<file path="src/sv/gbn_pkg.sv">
// Shared types and constants for the go-back-N link engine.
`default_nettype none
package gbn_pkg;

  // Fixed field widths on the channels
  localparam int OP_BITS      = 2;
  localparam int SEQ_BITS     = 3;
  localparam int KIND_BITS    = 2;
  localparam int PAYLOAD_BITS = 32;

  // Default window size (sequence numbers run modulo WINDOW+1)
  localparam int WINDOW_DEF = 7;

  typedef enum logic [OP_BITS-1:0] {
    OP_SEND    = 2'd0,
    OP_ARRIVE  = 2'd1,
    OP_CKERR   = 2'd2,
    OP_TIMEOUT = 2'd3
  } opcode_t;

  typedef enum logic [KIND_BITS-1:0] {
    KIND_TX      = 2'd0,
    KIND_DELIVER = 2'd1,
    KIND_STOP    = 2'd2,
    KIND_REFUSED = 2'd3
  } kind_t;

  typedef enum logic [2:0] {
    ST_IDLE,
    ST_PLAN,
    ST_MATCH,
    ST_DELIVER,
    ST_RELEASE,
    ST_READ,
    ST_RESEND
  } state_t;

  typedef enum logic {
    ALU_ADD,
    ALU_SUB
  } alu_op_t;

endpackage
`default_nettype wire

</file>
<file path="src/sv/gbn_cmd_if.sv">
// Command channel: one item per send, arrival, checksum error or timeout.
`default_nettype none
interface gbn_cmd_if;
  logic                             valid;
  logic                             ready;
  logic [gbn_pkg::OP_BITS-1:0]      opcode;
  logic [gbn_pkg::PAYLOAD_BITS-1:0] in_payload;
  logic [gbn_pkg::SEQ_BITS-1:0]     rx_seq;
  logic [gbn_pkg::SEQ_BITS-1:0]     rx_ack;

  modport source (output valid, opcode, in_payload, rx_seq, rx_ack, input ready);
  modport sink   (input valid, opcode, in_payload, rx_seq, rx_ack, output ready);
endinterface
`default_nettype wire

</file>
<file path="src/sv/gbn_res_if.sv">
// Result channel: frames to transmit, deliveries, timer stops and refusals.
`default_nettype none
interface gbn_res_if;
  logic                             valid;
  logic                             ready;
  logic [gbn_pkg::KIND_BITS-1:0]    kind;
  logic [gbn_pkg::SEQ_BITS-1:0]     tx_seq;
  logic [gbn_pkg::SEQ_BITS-1:0]     tx_ack;
  logic [gbn_pkg::PAYLOAD_BITS-1:0] out_payload;
  logic                             window_open;
  logic                             last_of_run;

  modport source (output valid, kind, tx_seq, tx_ack, out_payload, window_open,
                  last_of_run, input ready);
  modport sink   (input valid, kind, tx_seq, tx_ack, out_payload, window_open,
                  last_of_run, output ready);
endinterface
`default_nettype wire

</file>
<file path="src/sv/gbn_seq_alu.sv">
// Shared modulo (WINDOW+1) add/subtract unit for sequence numbers.
`default_nettype none
module gbn_seq_alu #(
  parameter int WINDOW = gbn_pkg::WINDOW_DEF
) (
  input  wire logic [$clog2(WINDOW+1)-1:0] a,
  input  wire logic [$clog2(WINDOW+1)-1:0] b,
  input  wire gbn_pkg::alu_op_t            op,
  output logic      [$clog2(WINDOW+1)-1:0] y
);
  localparam int SEQ_W = $clog2(WINDOW + 1);
  localparam int SUM_W = SEQ_W + 1;
  localparam logic [SUM_W-1:0] MODULUS = SUM_W'(WINDOW + 1);

  logic [SUM_W-1:0] sum;
  logic [SUM_W-1:0] diff;

  // One add or subtract, then a single wrap correction
  always_comb begin
    sum  = {1'b0, a} + {1'b0, b};
    diff = {1'b0, a} - {1'b0, b};
    case (op)
      gbn_pkg::ALU_ADD: y = (sum >= MODULUS) ? SEQ_W'(sum - MODULUS) : SEQ_W'(sum);
      gbn_pkg::ALU_SUB: y = diff[SEQ_W] ? SEQ_W'(diff + MODULUS) : SEQ_W'(diff);
      default:          y = SEQ_W'(sum);
    endcase
  end
endmodule
`default_nettype wire

</file>
<file path="src/sv/go_back_n_link_engine.sv">
// Go-back-N link engine: window bookkeeping, frame store and result sequencer.
//
//  channel | dir | handshake   | payload
//  --------+-----+-------------+----------------------------------------------------
//  cmd     | in  | valid/ready | opcode, in_payload, rx_seq, rx_ack
//  res     | out | valid/ready | kind, tx_seq, tx_ack, out_payload, window_open,
//          |     |             | last_of_run
//
// One item at a time. A send emits its frame or a refusal from the plan step; a
// checksum error is dropped there. An arrival plans, matches and delivers when
// the frame is in order, then stops one timer per released frame. A timeout
// plans, reads and resends each outstanding frame, or goes idle with none.
// The single sequence-number adder and one frame-store read port pace each step.
// rst is synchronous and clears all window state. A stalled result channel
// holds the sequencer in place until the output register frees up.
`default_nettype none
module go_back_n_link_engine #(
  parameter int WINDOW = gbn_pkg::WINDOW_DEF
) (
  input wire logic clk,
  input wire logic rst,
  gbn_cmd_if.sink  cmd,
  gbn_res_if.source res
);
  localparam int SEQ_W   = $clog2(WINDOW + 1);
  localparam int SEQ_B   = gbn_pkg::SEQ_BITS;
  localparam int PAY_W   = gbn_pkg::PAYLOAD_BITS;
  localparam int DEPTH   = WINDOW + 1;

  // Circular window test: b lies in [a, c)
  function automatic logic in_window(input logic [SEQ_W-1:0] a,
                                     input logic [SEQ_W-1:0] b,
                                     input logic [SEQ_W-1:0] c);
    in_window = ((a <= b) && (b < c)) || ((c < a) && (a <= b)) ||
                ((b < c) && (c < a));
  endfunction

  gbn_pkg::state_t  state, state_next;

  // Window state
  logic [SEQ_W-1:0] next_to_send, next_to_send_next;
  logic [SEQ_W-1:0] oldest_unacked, oldest_unacked_next;
  logic [SEQ_W-1:0] expected_inbound, expected_inbound_next;
  logic [SEQ_W-1:0] buffered_count, buffered_count_next;
  logic [SEQ_W-1:0] piggy_ack, piggy_ack_next;

  // Per-item working registers
  gbn_pkg::opcode_t op_q;
  logic [PAY_W-1:0] pay_q;
  logic [SEQ_B-1:0] rseq_q;
  logic [SEQ_B-1:0] rack_q;
  logic [SEQ_W-1:0] remain, remain_next;
  logic [SEQ_W-1:0] iter, iter_next;
  logic             win_q, win_q_next;

  // Frame store
  logic [PAY_W-1:0] store [DEPTH];
  logic [PAY_W-1:0] rd_data;
  logic             wr_en;
  logic             rd_en;
  logic [SEQ_W-1:0] rd_addr;

  // Output register
  logic             out_valid;
  gbn_pkg::kind_t   out_kind;
  logic [SEQ_B-1:0] out_seq;
  logic [SEQ_B-1:0] out_ack;
  logic [PAY_W-1:0] out_pay;
  logic             out_win;
  logic             out_last;

  // Result being emitted this cycle
  logic             emit;
  gbn_pkg::kind_t   e_kind;
  logic [SEQ_B-1:0] e_seq;
  logic [PAY_W-1:0] e_pay;
  logic             e_win;
  logic             e_last;
  logic             slot_free;

  // Shared sequence unit
  logic [SEQ_W-1:0] alu_a, alu_b, alu_y;
  gbn_pkg::alu_op_t alu_op;

  // Arrival decode
  logic [SEQ_W-1:0] rack_t;
  logic             rack_ok;
  logic             hit;
  logic [SEQ_W-1:0] rel;

  gbn_seq_alu #(.WINDOW(WINDOW)) u_alu (
    .a  (alu_a),
    .b  (alu_b),
    .op (alu_op),
    .y  (alu_y)
  );

  assign cmd.ready = (state == gbn_pkg::ST_IDLE);
  assign slot_free = !out_valid || res.ready;

  assign rack_t  = rack_q[SEQ_W-1:0];
  assign rack_ok = rack_q <= SEQ_B'(WINDOW);
  assign hit     = rack_ok && in_window(oldest_unacked, rack_t, next_to_send);
  // alu_y holds (rack - oldest) mod (WINDOW+1) in the plan step of an arrival
  assign rel     = hit ? alu_y + SEQ_W'(1) : '0;

  // Sequencer: next state, datapath control and result selection
  always_comb begin
    state_next            = state;
    next_to_send_next     = next_to_send;
    oldest_unacked_next   = oldest_unacked;
    expected_inbound_next = expected_inbound;
    buffered_count_next   = buffered_count;
    piggy_ack_next        = piggy_ack;
    remain_next           = remain;
    iter_next             = iter;
    win_q_next            = win_q;
    alu_a                 = next_to_send;
    alu_b                 = SEQ_W'(1);
    alu_op                = gbn_pkg::ALU_ADD;
    wr_en                 = 1'b0;
    rd_en                 = 1'b0;
    rd_addr               = iter;
    emit                  = 1'b0;
    e_kind                = gbn_pkg::KIND_TX;
    e_seq                 = '0;
    e_pay                 = '0;
    e_win                 = win_q;
    e_last                = 1'b0;

    case (state)
      gbn_pkg::ST_IDLE: begin
        if (cmd.valid) begin
          state_next = gbn_pkg::ST_PLAN;
        end
      end

      gbn_pkg::ST_PLAN: begin
        case (op_q)
          gbn_pkg::OP_SEND: begin
            // Store and transmit, or refuse on a full window
            if (slot_free) begin
              emit       = 1'b1;
              e_last     = 1'b1;
              e_seq      = SEQ_B'(next_to_send);
              state_next = gbn_pkg::ST_IDLE;
              if (buffered_count < SEQ_W'(WINDOW)) begin
                wr_en               = 1'b1;
                e_kind              = gbn_pkg::KIND_TX;
                e_pay               = pay_q;
                e_win               = ({1'b0, buffered_count} + (SEQ_W+1)'(1)) <
                                      (SEQ_W+1)'(WINDOW);
                next_to_send_next   = alu_y;
                buffered_count_next = buffered_count + SEQ_W'(1);
              end else begin
                e_kind = gbn_pkg::KIND_REFUSED;
                e_win  = 1'b0;
              end
            end
          end
          gbn_pkg::OP_ARRIVE: begin
            // Work out how many timers the ack releases before emitting anything
            alu_a       = rack_t;
            alu_b       = oldest_unacked;
            alu_op      = gbn_pkg::ALU_SUB;
            remain_next = rel;
            win_q_next  = (buffered_count - rel) < SEQ_W'(WINDOW);
            if (rseq_q == SEQ_B'(expected_inbound)) begin
              state_next = gbn_pkg::ST_MATCH;
            end else if (rel != '0) begin
              state_next = gbn_pkg::ST_RELEASE;
            end else begin
              state_next = gbn_pkg::ST_IDLE;
            end
          end
          gbn_pkg::OP_TIMEOUT: begin
            iter_next   = oldest_unacked;
            remain_next = buffered_count;
            win_q_next  = buffered_count < SEQ_W'(WINDOW);
            state_next  = (buffered_count == '0) ? gbn_pkg::ST_IDLE : gbn_pkg::ST_READ;
          end
          default: begin
            state_next = gbn_pkg::ST_IDLE;
          end
        endcase
      end

      gbn_pkg::ST_MATCH: begin
        // In-order frame: advance expected; the ack trails it by one
        alu_a                 = expected_inbound;
        expected_inbound_next = alu_y;
        piggy_ack_next        = expected_inbound;
        state_next            = gbn_pkg::ST_DELIVER;
      end

      gbn_pkg::ST_DELIVER: begin
        if (slot_free) begin
          emit       = 1'b1;
          e_kind     = gbn_pkg::KIND_DELIVER;
          e_seq      = rseq_q;
          e_pay      = pay_q;
          e_last     = (remain == '0);
          state_next = (remain == '0) ? gbn_pkg::ST_IDLE : gbn_pkg::ST_RELEASE;
        end
      end

      gbn_pkg::ST_RELEASE: begin
        // Stop one timer per cycle while the output slot is free, oldest first
        alu_a = oldest_unacked;
        if (slot_free) begin
          emit                = 1'b1;
          e_kind              = gbn_pkg::KIND_STOP;
          e_seq               = SEQ_B'(oldest_unacked);
          e_last              = (remain == SEQ_W'(1));
          oldest_unacked_next = alu_y;
          buffered_count_next = buffered_count - SEQ_W'(1);
          remain_next         = remain - SEQ_W'(1);
          if (remain == SEQ_W'(1)) begin
            state_next = gbn_pkg::ST_IDLE;
          end
        end
      end

      gbn_pkg::ST_READ: begin
        rd_en      = 1'b1;
        rd_addr    = iter;
        state_next = gbn_pkg::ST_RESEND;
      end

      gbn_pkg::ST_RESEND: begin
        // Resend one frame per cycle while the output slot is free, fetching the following one
        alu_a = iter;
        if (slot_free) begin
          emit        = 1'b1;
          e_kind      = gbn_pkg::KIND_TX;
          e_seq       = SEQ_B'(iter);
          e_pay       = rd_data;
          e_last      = (remain == SEQ_W'(1));
          rd_en       = 1'b1;
          rd_addr     = alu_y;
          iter_next   = alu_y;
          remain_next = remain - SEQ_W'(1);
          if (remain == SEQ_W'(1)) begin
            next_to_send_next = alu_y;
            state_next        = gbn_pkg::ST_IDLE;
          end
        end
      end

      default: begin
        state_next = gbn_pkg::ST_IDLE;
      end
    endcase
  end

  // Control state
  always_ff @(posedge clk) begin
    if (rst) begin
      state            <= gbn_pkg::ST_IDLE;
      next_to_send     <= '0;
      oldest_unacked   <= '0;
      expected_inbound <= '0;
      buffered_count   <= '0;
      piggy_ack        <= SEQ_W'(WINDOW);
      remain           <= '0;
      iter             <= '0;
      win_q            <= 1'b0;
      out_valid        <= 1'b0;
    end else begin
      state            <= state_next;
      next_to_send     <= next_to_send_next;
      oldest_unacked   <= oldest_unacked_next;
      expected_inbound <= expected_inbound_next;
      buffered_count   <= buffered_count_next;
      piggy_ack        <= piggy_ack_next;
      remain           <= remain_next;
      iter             <= iter_next;
      win_q            <= win_q_next;
      if (emit) begin
        out_valid <= 1'b1;
      end else if (res.ready) begin
        out_valid <= 1'b0;
      end
    end
  end

  // Command capture
  always_ff @(posedge clk) begin
    if (cmd.valid && cmd.ready) begin
      op_q   <= gbn_pkg::opcode_t'(cmd.opcode);
      pay_q  <= cmd.in_payload;
      rseq_q <= cmd.rx_seq;
      rack_q <= cmd.rx_ack;
    end
  end

  // Result register
  always_ff @(posedge clk) begin
    if (emit) begin
      out_kind <= e_kind;
      out_seq  <= e_seq;
      out_ack  <= SEQ_B'(piggy_ack);
      out_pay  <= e_pay;
      out_win  <= e_win;
      out_last <= e_last;
    end
  end

  // Frame store, one write and one registered read port
  always_ff @(posedge clk) begin
    if (wr_en) begin
      store[next_to_send] <= pay_q;
    end
    if (rd_en) begin
      rd_data <= store[rd_addr];
    end
  end

  assign res.valid       = out_valid;
  assign res.kind        = out_kind;
  assign res.tx_seq      = out_seq;
  assign res.tx_ack      = out_ack;
  assign res.out_payload = out_pay;
  assign res.window_open = out_win;
  assign res.last_of_run = out_last;

  // Checks
  a_count_bound: assert property (@(posedge clk) disable iff (rst)
    buffered_count <= SEQ_W'(WINDOW))
    else $error("buffered count above window");

  a_accept_plans: assert property (@(posedge clk) disable iff (rst)
    (cmd.valid && cmd.ready) |=> (state == gbn_pkg::ST_PLAN))
    else $error("accepted item not planned");

  a_idle_drained: assert property (@(posedge clk) disable iff (rst)
    (state == gbn_pkg::ST_IDLE) |-> (remain == '0))
    else $error("idle with work left");

  a_release_nonempty: assert property (@(posedge clk) disable iff (rst)
    (state == gbn_pkg::ST_RELEASE || state == gbn_pkg::ST_RESEND) |->
      (buffered_count != '0))
    else $error("timer work on empty window");
endmodule
`default_nettype wire
</file>
<file path="src/flat_wrapper.sv">
// flat-port wrapper written by rule: the top's interface ports become plain ports
module go_back_n_link_engine_flat 
#(
  parameter int WINDOW = gbn_pkg::WINDOW_DEF
)
  (clk, rst, cmd_valid, cmd_opcode, cmd_in_payload, cmd_rx_seq, cmd_rx_ack, cmd_ready, res_valid, res_kind, res_tx_seq, res_tx_ack, res_out_payload, res_window_open, res_last_of_run, res_ready);
  gbn_cmd_if cmd_i ();
  gbn_res_if res_i ();
  input wire logic clk;
  input wire logic rst;
  input wire logic [$bits(cmd_i.valid)-1:0] cmd_valid;
  input wire logic [$bits(cmd_i.opcode)-1:0] cmd_opcode;
  input wire logic [$bits(cmd_i.in_payload)-1:0] cmd_in_payload;
  input wire logic [$bits(cmd_i.rx_seq)-1:0] cmd_rx_seq;
  input wire logic [$bits(cmd_i.rx_ack)-1:0] cmd_rx_ack;
  output wire logic [$bits(cmd_i.ready)-1:0] cmd_ready;
  output wire logic [$bits(res_i.valid)-1:0] res_valid;
  output wire logic [$bits(res_i.kind)-1:0] res_kind;
  output wire logic [$bits(res_i.tx_seq)-1:0] res_tx_seq;
  output wire logic [$bits(res_i.tx_ack)-1:0] res_tx_ack;
  output wire logic [$bits(res_i.out_payload)-1:0] res_out_payload;
  output wire logic [$bits(res_i.window_open)-1:0] res_window_open;
  output wire logic [$bits(res_i.last_of_run)-1:0] res_last_of_run;
  input wire logic [$bits(res_i.ready)-1:0] res_ready;
  assign cmd_i.valid = cmd_valid;
  assign cmd_i.opcode = cmd_opcode;
  assign cmd_i.in_payload = cmd_in_payload;
  assign cmd_i.rx_seq = cmd_rx_seq;
  assign cmd_i.rx_ack = cmd_rx_ack;
  assign cmd_ready = cmd_i.ready;
  assign res_valid = res_i.valid;
  assign res_kind = res_i.kind;
  assign res_tx_seq = res_i.tx_seq;
  assign res_tx_ack = res_i.tx_ack;
  assign res_out_payload = res_i.out_payload;
  assign res_window_open = res_i.window_open;
  assign res_last_of_run = res_i.last_of_run;
  assign res_i.ready = res_ready;
  go_back_n_link_engine #(.WINDOW(WINDOW)) u_core (.clk(clk), .rst(rst), .cmd(cmd_i), .res(res_i));
endmodule
</file>
<file path="config.mk">
export PLATFORM = sky130hd
export DESIGN_NAME = go_back_n_link_engine_flat
export DESIGN_NICKNAME = d
export VERILOG_FILES = /design/src/sv/gbn_pkg.sv /design/src/sv/gbn_cmd_if.sv /design/src/sv/gbn_res_if.sv /design/src/sv/gbn_seq_alu.sv /design/src/sv/go_back_n_link_engine.sv /design/src/flat_wrapper.sv
export SDC_FILE = /design/constraint.sdc
export NUM_CORES = 1
export LEC_CHECK = 0
export BUFFER_PORTS_ARGS = -buffer_cell sky130_fd_sc_hd__buf_2
export CAP_MARGIN = 20
export CORE_ASPECT_RATIO = 1.4
export CORE_MARGIN = 3
export CORE_UTILIZATION = 55
export DETAILED_ROUTE_END_ITERATION = 10
export GPL_TIMING_DRIVEN = 1
export PLACE_DENSITY_LB_ADDON = 0.12
export SLEW_MARGIN = 25
export SYNTH_ARGS = -nofsm -noshare
export SYNTH_HDL_FRONTEND = slang
export SYNTH_HIERARCHICAL = 1
export SYNTH_SLANG_ARGS = --single-unit
</file>
<file path="constraint.sdc">
create_clock -name clk -period 4.55 [get_ports clk]
set_input_delay 0.6825 -clock clk [delete_from_list [all_inputs] [get_ports clk]]
set_output_delay 0.6825 -clock clk [all_outputs]
set_load 0.05 [all_outputs]
</file>
==> results of run 1 <==
==> state kept, by name (all words and copies together) (netlist names) <==
name,count
u_core/res.out_payload,32
u_core/oldest_unacked,3
u_core/store,256
u_core/piggy_ack,3
u_core/remain,3
u_core/pay_q,32
u_core/iter,3
u_core/expected_inbound,3
u_core/buffered_count,3
u_core/res.valid,1
u_core/op_q,2
u_core/win_q,1
u_core/rack_q,3
u_core/res.last_of_run,1
u_core/res.tx_ack,3
u_core/state,3
u_core/res.tx_seq,3
u_core/res.kind,2
u_core/res.window_open,1
u_core/rd_data,32
u_core/next_to_send,3
u_core/rseq_q,3
==> final cells by class <==
cell class                 instances  area, um^2
sequential                       396       11630
clock buffer                      47        1101
inverter                          21       78.83
timing repair buffer             131       828.3
clock inverter                    23       186.4
tap                              434       543.0
fill                            2433       11720
multi-input combinational        783        5892
==> worst paths after layout <==
kind                          endpoint  slack (ps)  depth (start not counted)
setup reg to reg    u_core/rd_data[16]         350                         14
setup / recovery    u_core/rd_data[16]         350                         14
hold reg to reg   u_core/res.tx_ack[1]         430                          0
hold / removal        u_core/rseq_q[2]         320                          1
==> placed cells by master, fill, tap and decap left out, types with 8 or more instances in the layout <==
cell,Yosys,final
nand2_1,87,86
a21oi_1,80,79
nand2b_1,131,130
clkinv_2,0,11
nor2_1,33,27
buf_4,3,39
clkbuf_16,0,43
nor3_1,10,8
a221oi_2,32,32
ha_1,14,14
edfxtp_1,370,370
mux2i_1,77,76
o21ai_0,15,15
inv_1,21,20
o22ai_1,32,32
a22o_1,32,32
dfxtp_1,26,25
a211oi_1,69,69
nor2b_1,11,11
a311o_1,65,65
buf_2,36,87
==> metal layers <==
layer / up-vias / GRT usage, %
met4: 0 / 9.547
met5: - / 0
met1: 5821 / 30.90
met3: 80 / 3.221
met2: 401 / 43.35
li1: 5252 / -
==> power by group through the flow <==
| stage | Sequential (mW) | Clock, mW | Combinational, mW |
|---|---|---|---|
| floorplan | 4.95 | 0 | 1.36 |
| detailed placement | 4.74 | 0 | 2.18 |
| finish | 4.66 | 3.22 | 2.19 |
| global route | 4.70 | 3.43 | 2.36 |
| CTS | 4.66 | 3.28 | 2.19 |
| global placement | 4.73 | 0 | 2.15 |
==> cell usage after synthesis, drive strengths merged (4+ instances only) <==
library cell | instances | area [um^2]
xnor2 | 5 | 43.79
o22ai | 32 | 200.2
clkbuf | 65 | 244.0
a31oi | 6 | 37.54
a311o | 65 | 650.6
a32oi | 4 | 35.03
a211oi | 71 | 543.0
a21oi | 81 | 409.1
a22o | 32 | 280.3
o21ai | 20 | 103.9
mux2i | 77 | 770.7
buf | 47 | 311.5
nand3 | 7 | 35.03
nor3b | 4 | 35.03
dfxtp | 26 | 520.5
a221oi | 34 | 498.0
xor2 | 5 | 43.79
edfxtp | 370 | 11110
inv | 21 | 78.83
nor2 | 36 | 147.6
o21a | 4 | 30.03
ha | 14 | 175.2
nor3 | 11 | 60.06
nand2 | 87 | 326.6
nand2b | 131 | 819.5
a211o | 5 | 43.79
nor2b | 11 | 68.82
==> cell families (layout without fill, tap and decap cells) <==
family	after synthesis	after routing	synth area share (%)
flip-flops	396	396	64.51
AO/OA/AOI/OAI	374	374	16.76
AND/OR/NAND/NOR	304	304	9.021
buffers and inverters	133	222	3.518
multiplexers	77	77	4.275
adder cells (fa/ha/maj)	17	17	1.305
XOR/XNOR	11	11	0.6106
==> critical path: cells and delay by family (launching register included) <==
kind	cells	cell delay (ps)
AO/OA/AOI/OAI	3	1220
buffers and inverters	3	570
adder cells (fa/ha/maj)	2	510
AND/OR/NAND/NOR	4	810
XOR/XNOR	2	380
flip-flops	1	410
==> results.cfg, run 1 <==
[global_route]
grt-ovfl-total = 0
grt_pass1_wl_mm = 66.80
grt_usage_pct = 24.48
antenna_found_initial = 0
grt_max_degree = 80
grt_pass1_vias = 11600

[power]
leakage_nw = 7.262
p_comb_share_pct = 21.7
ir_worst_vdd_mv = 0.4647
swShare_pct = 29.95
pwr-share-clk_pct = 32.0
power_density_nw_per_um2 = 497.1
p_sw_mw = 3.017
total_power_mw = 10.07
p_int_mw = 7.057
seqPwrFrac_pct = 46.3

[sta]
tightest_slew_ps = 1083
fin_skew_ps = 12.08
post-route-worst-setup-slack_ps = 352.4
slew_viol_final = 0
fmax_ghz = 0.2382
whs_ps = 318.6
setup_viol = 0
rsz0062_at_grt = false
setup_tns_ps = 0
period_share_pct = 92.25
hold_violations = 0
relSlewSlack_pct = 27.52
period_needed_ps = 4198

[worst_setup_path]
reg2reg_from = u_core/state[1]
max_stage_delay_ps = 820
cpMostUsedCell = inv_1
crit_chain = nand4bb_1 > nor2_2 > nor2_1 > a221o_1 > inv_1 > ha_1 > inv_1 > fa_1 > xor2_1 > xnor3_1 > and3_4 > a2bb2oi_4 > buf_4 > a221oi_2
crit_arrival_ps = 4460
cpMaxStageDelayCell = a2bb2oi_4
required_ps = 4810
crit_fanout = 19
path_class = reg2reg
crit_path_start_kind = register
crit_path_start = u_core/state[1]
cp-end-kind = register

[job]
drv_cap = 0

[route]
wire_per_inst_um = 23.60
vias = 11550
dr_wl_met3_mm = 2.331
avgViaCountPerCell = 6.296
post-route-drc-count = 0
drt-total-wl_mm = 43.31
antenna_left = 0
drt-met1-wl_mm = 17.44
top_layer = met4
drtIter0Drc = 974
drtPass1Iterations = 5
routed-wl-met2_mm = 22.26

[yosys]
synth_edf_count = 370
syn_inst = 1312
ys.flop_type = edfxtp_1
async_flop_share_pct = 0
synth_cell_types = 68
synth-seq-cells = 396
seq_area_frac_synth_pct = 64.51
synth_warnings = 6
syn-num-nets = 1373
netlist_area_um2 = 18030
synth_area_per_cell_um2 = 13.74

[layout]
fin_nets = 1433
synthToLayoutAreaGrowth_pct = 12.39
num_antenna_cells = 0
fin_util_pct = 63.35
layout-drive-gt1-share_pct = 18.27
finalNonFillerCells = 1835
design_area_um2 = 20260

[hold_path]
hold_path.class = in2reg
hp-start = cmd_rx_seq[2]

[cts]
clkSinkCount = 396
path_clk_slew_ps = 60
htreeDepth = 2
cts_setup_buffers = 0
clock_path_buffers = 3
cts-buffers-inserted = 39
cts_resized = 0
cts_tree = done
postCtsHoldBufs = 0
cts-root-buf = clkbuf_16
clk_latency_ps = 540

[floorplanning]
core_um2 = 31990
dieArea_um2 = 35020
io_pins = 88
rows = 77
die_height_um = 220.2
die_w_um = 159.0
start_util_pct = 56.37

[placed_design]
place_congestion = 0.8713
io_buffers = 87
placed_cells = 1765
placed_area_um2 = 18980
preCtsSetupSlack_ps = 376.5
dp_hpwl_mm = 24.54

[run_status]
status = completed
No activity file was read; power rests on OpenSTA's default activity.
==> run 2: changes to the inputs <==
- GPL_ROUTABILITY_DRIVEN: not set -> 0
- SYNTH_HIERARCHICAL: 1 -> not set
==> run 2 against run 1 <==
Worst setup slack got worse by 190 ps. Combinational power rose by 40%. Synthesized area down 7.9%. Clock power is 8.1% lower. Maximum frequency fell by 4.4%. Hold slack about the same. Register-to-register slack got worse by 190 ps. Critical path depth is 2 higher. Utilization grew 1.6 points. Sequential power is 7.1% higher. Synthesized cell count is 14% lower.
==> results.cfg, run 2 <==
[run_status]
status = completed

[route]
avgViaCountPerCell = 6.526
vias = 10800
antenna_left = 0
drt-total-wl_mm = 42.14
wire_per_inst_um = 25.46
drtPass1Iterations = 5
post-route-drc-count = 0
drtIter0Drc = 1142

[global_route]
grt_pass1_wl_mm = 63.66
grt-ovfl-total = 0
grt_pass1_vias = 11000
grt_max_degree = 33
grt_usage_pct = 25.51
antenna_found_initial = 0

[job]
drv_cap = 0

[cts]
postCtsHoldBufs = 0
cts-buffers-inserted = 38
path_clk_slew_ps = 70
clkSinkCount = 396
cts_tree = done
clock_path_buffers = 3
cts-root-buf = clkbuf_16
clk_latency_ps = 540
htreeDepth = 2

[yosys]
ys.flop_type = edfxtp_1
seq_area_frac_synth_pct = 70.01
synth_warnings = 0
async_flop_share_pct = 0
synth_cell_types = 62
synth_top_area_share_pct = 66.88
synth_edf_count = 370
syn-num-nets = 1190
synth_commonest_cells = edfxtp_1 (370), nor2_1 (72), nand2_1 (69)
synth_area_leaders = edfxtp_1 (67%), a221o_1 (3.7%), a211o_1 (3.4%)
syn_inst = 1129
yosys.area.top_type = edfxtp_1
yosys.cell_count.top_type = edfxtp_1
synth-seq-cells = 396
netlist_area_um2 = 16610
synth_area_per_cell_um2 = 14.72

[sta]
period_share_pct = 96.46
slew_viol_final = 0
fmax_ghz = 0.2279
fin_skew_ps = 12.32
setup_viol = 0
hold_violations = 0
tightest_slew_ps = 975.4
period_needed_ps = 4389
relSlewSlack_pct = 34.13
whs_ps = 318.1

[worst_setup_path]
r2r_cells = 16
crit_fanout = 13
path_class = reg2reg
crit_path_start_kind = register
critPathCapture = u_core.rd_data[5]
reg2reg_from = u_core.state[1]
crit_path_start = u_core.state[1]
required_ps = 4830
cp-end-kind = register
rr_endpoint = u_core.rd_data[5]
crit_arrival_ps = 4670
regToRegSetupSlack_ps = 160

[layout]
multi_input_area_um2 = 4760
seq_area_um2 = 11630
num_antenna_cells = 0
final_cell_mix = edfxtp_1 (370), buf_2 (87), nand2_1 (69)
layout-drive-gt1-share_pct = 20.78
fin_nets = 1308
largest_reg_flops = 256
nFillCells = 2142
final_common_cell = edfxtp_1
top_register = u_core.store
synthToLayoutAreaGrowth_pct = 15.15
fin_util_pct = 64.98

[placed_design]
io_buffers = 87
dp_hpwl_mm = 24.14

[power]
leakage_nw = 6.789
power_density_nw_per_um2 = 575.9
ir_worst_vdd_mv = 0.4191

[floorplanning]
io_pins = 88
die_height_um = 211.6
rows = 74
core_um2 = 29440
dieArea_um2 = 32360
start_util_pct = 56.43
die_w_um = 152.9

[hold_path]
hold_path.class = in2reg
[run 2: cells by family (layout without fill, tap and decap cells)]
logic type                 Yosys count  count (layout)  share of synthesized area [%]
DFF                                396             396                          70.01
AOI/OAI and AO/OA                  336             336                          15.97
and+or+nand+nor                    236             236                          6.605
buffers and inverters               94             240                          2.372
muxes                               40              40                          3.095
adders and majority gates           18              18                          1.476
xor gates and xnor gates             9               9                         0.4744
[run 2: worst min-delay path by stage]
| stage | startpoint | end | cells past startpoint |
|---|---|---|---|
| 3_5_place_dp | u_core.piggy_ack[2] | u_core.res.tx_ack[2] | 0 |
| 5_1_grt | cmd_in_payload[27] | u_core.pay_q[27] | 1 |
| 2_1_floorplan | u_core.piggy_ack[0] | u_core.res.tx_ack[0] | 0 |
| 4_1_cts | cmd_in_payload[27] | u_core.pay_q[27] | 1 |
| 3_3_place_gp | u_core.piggy_ack[2] | u_core.res.tx_ack[2] | 0 |
| 6_report | cmd_in_payload[27] | u_core.pay_q[27] | 1 |
[run 2: critical path: stages (launching register included)]
cell     delay (ps)
dfxtp_2         390
buf_4           170
o21ai_0         240
a22oi_1         100
o21ai_0         190
a22oi_1         110
ha_1            210
fa_1            400
or4b_4          590
o211a_1         160
and2_2          230
nor2_4          130
buf_12          140
buf_12          160
mux2_2          350
a211o_1         280
a211o_1         280
[run 2: report_power, final]
group	total, mW	internal, mW	switching, mW
combinational	3.07	1.13	1.95
sequential	4.99	4.66	0.324
clock	2.96	1.63	1.33
total	11.0	7.42	3.60
[run 2: what timing repair did]
action                                  in CTS  in global routing
setup buffers                                0                  5
endpoints found under the hold margin        0                  0
gates resized for setup                      0                  3
endpoints found under the setup margin       0                 30
[run 2: layer usage]
metal / track usage, % / part of all wire (%)
met2: 45.62 / 52
met3: 3.661 / 6.6
met4: 9.284 / 2.9
met1: 31.89 / 38
met5: 0 / 0
[run 2: per-stage QoR]
| step | area [um^2] | total power [mW] | worst slack (ps) | setup TNS, ps | cells |
|---|---|---|---|---|---|
| after floorplan | 16630 | 7.084 | 82.19 | 0 | 1129 |
| after global placement | 17870 | 7.985 | 180.3 | 0 | 1580 |
| after detailed placement | 17870 | 8.043 | 139.7 | 0 | 1580 |
| after CTS | 19020 | 11.00 | 114.7 | 0 | 1648 |
| after global routing | 19130 | 11.48 | -8.130 | -12.28 | 1655 |
| final | 19130 | 11.02 | 161.2 | 0 | 1655 |
[run 2: area by class of cell]
class	instances	area share (%)
inverter	22	0.4317
multi-input combinational	639	24.88
clock buffer	45	5.219
clock inverter	23	0.7718
sequential	396	60.80
timing repair buffer	150	5.409
tap	380	2.485
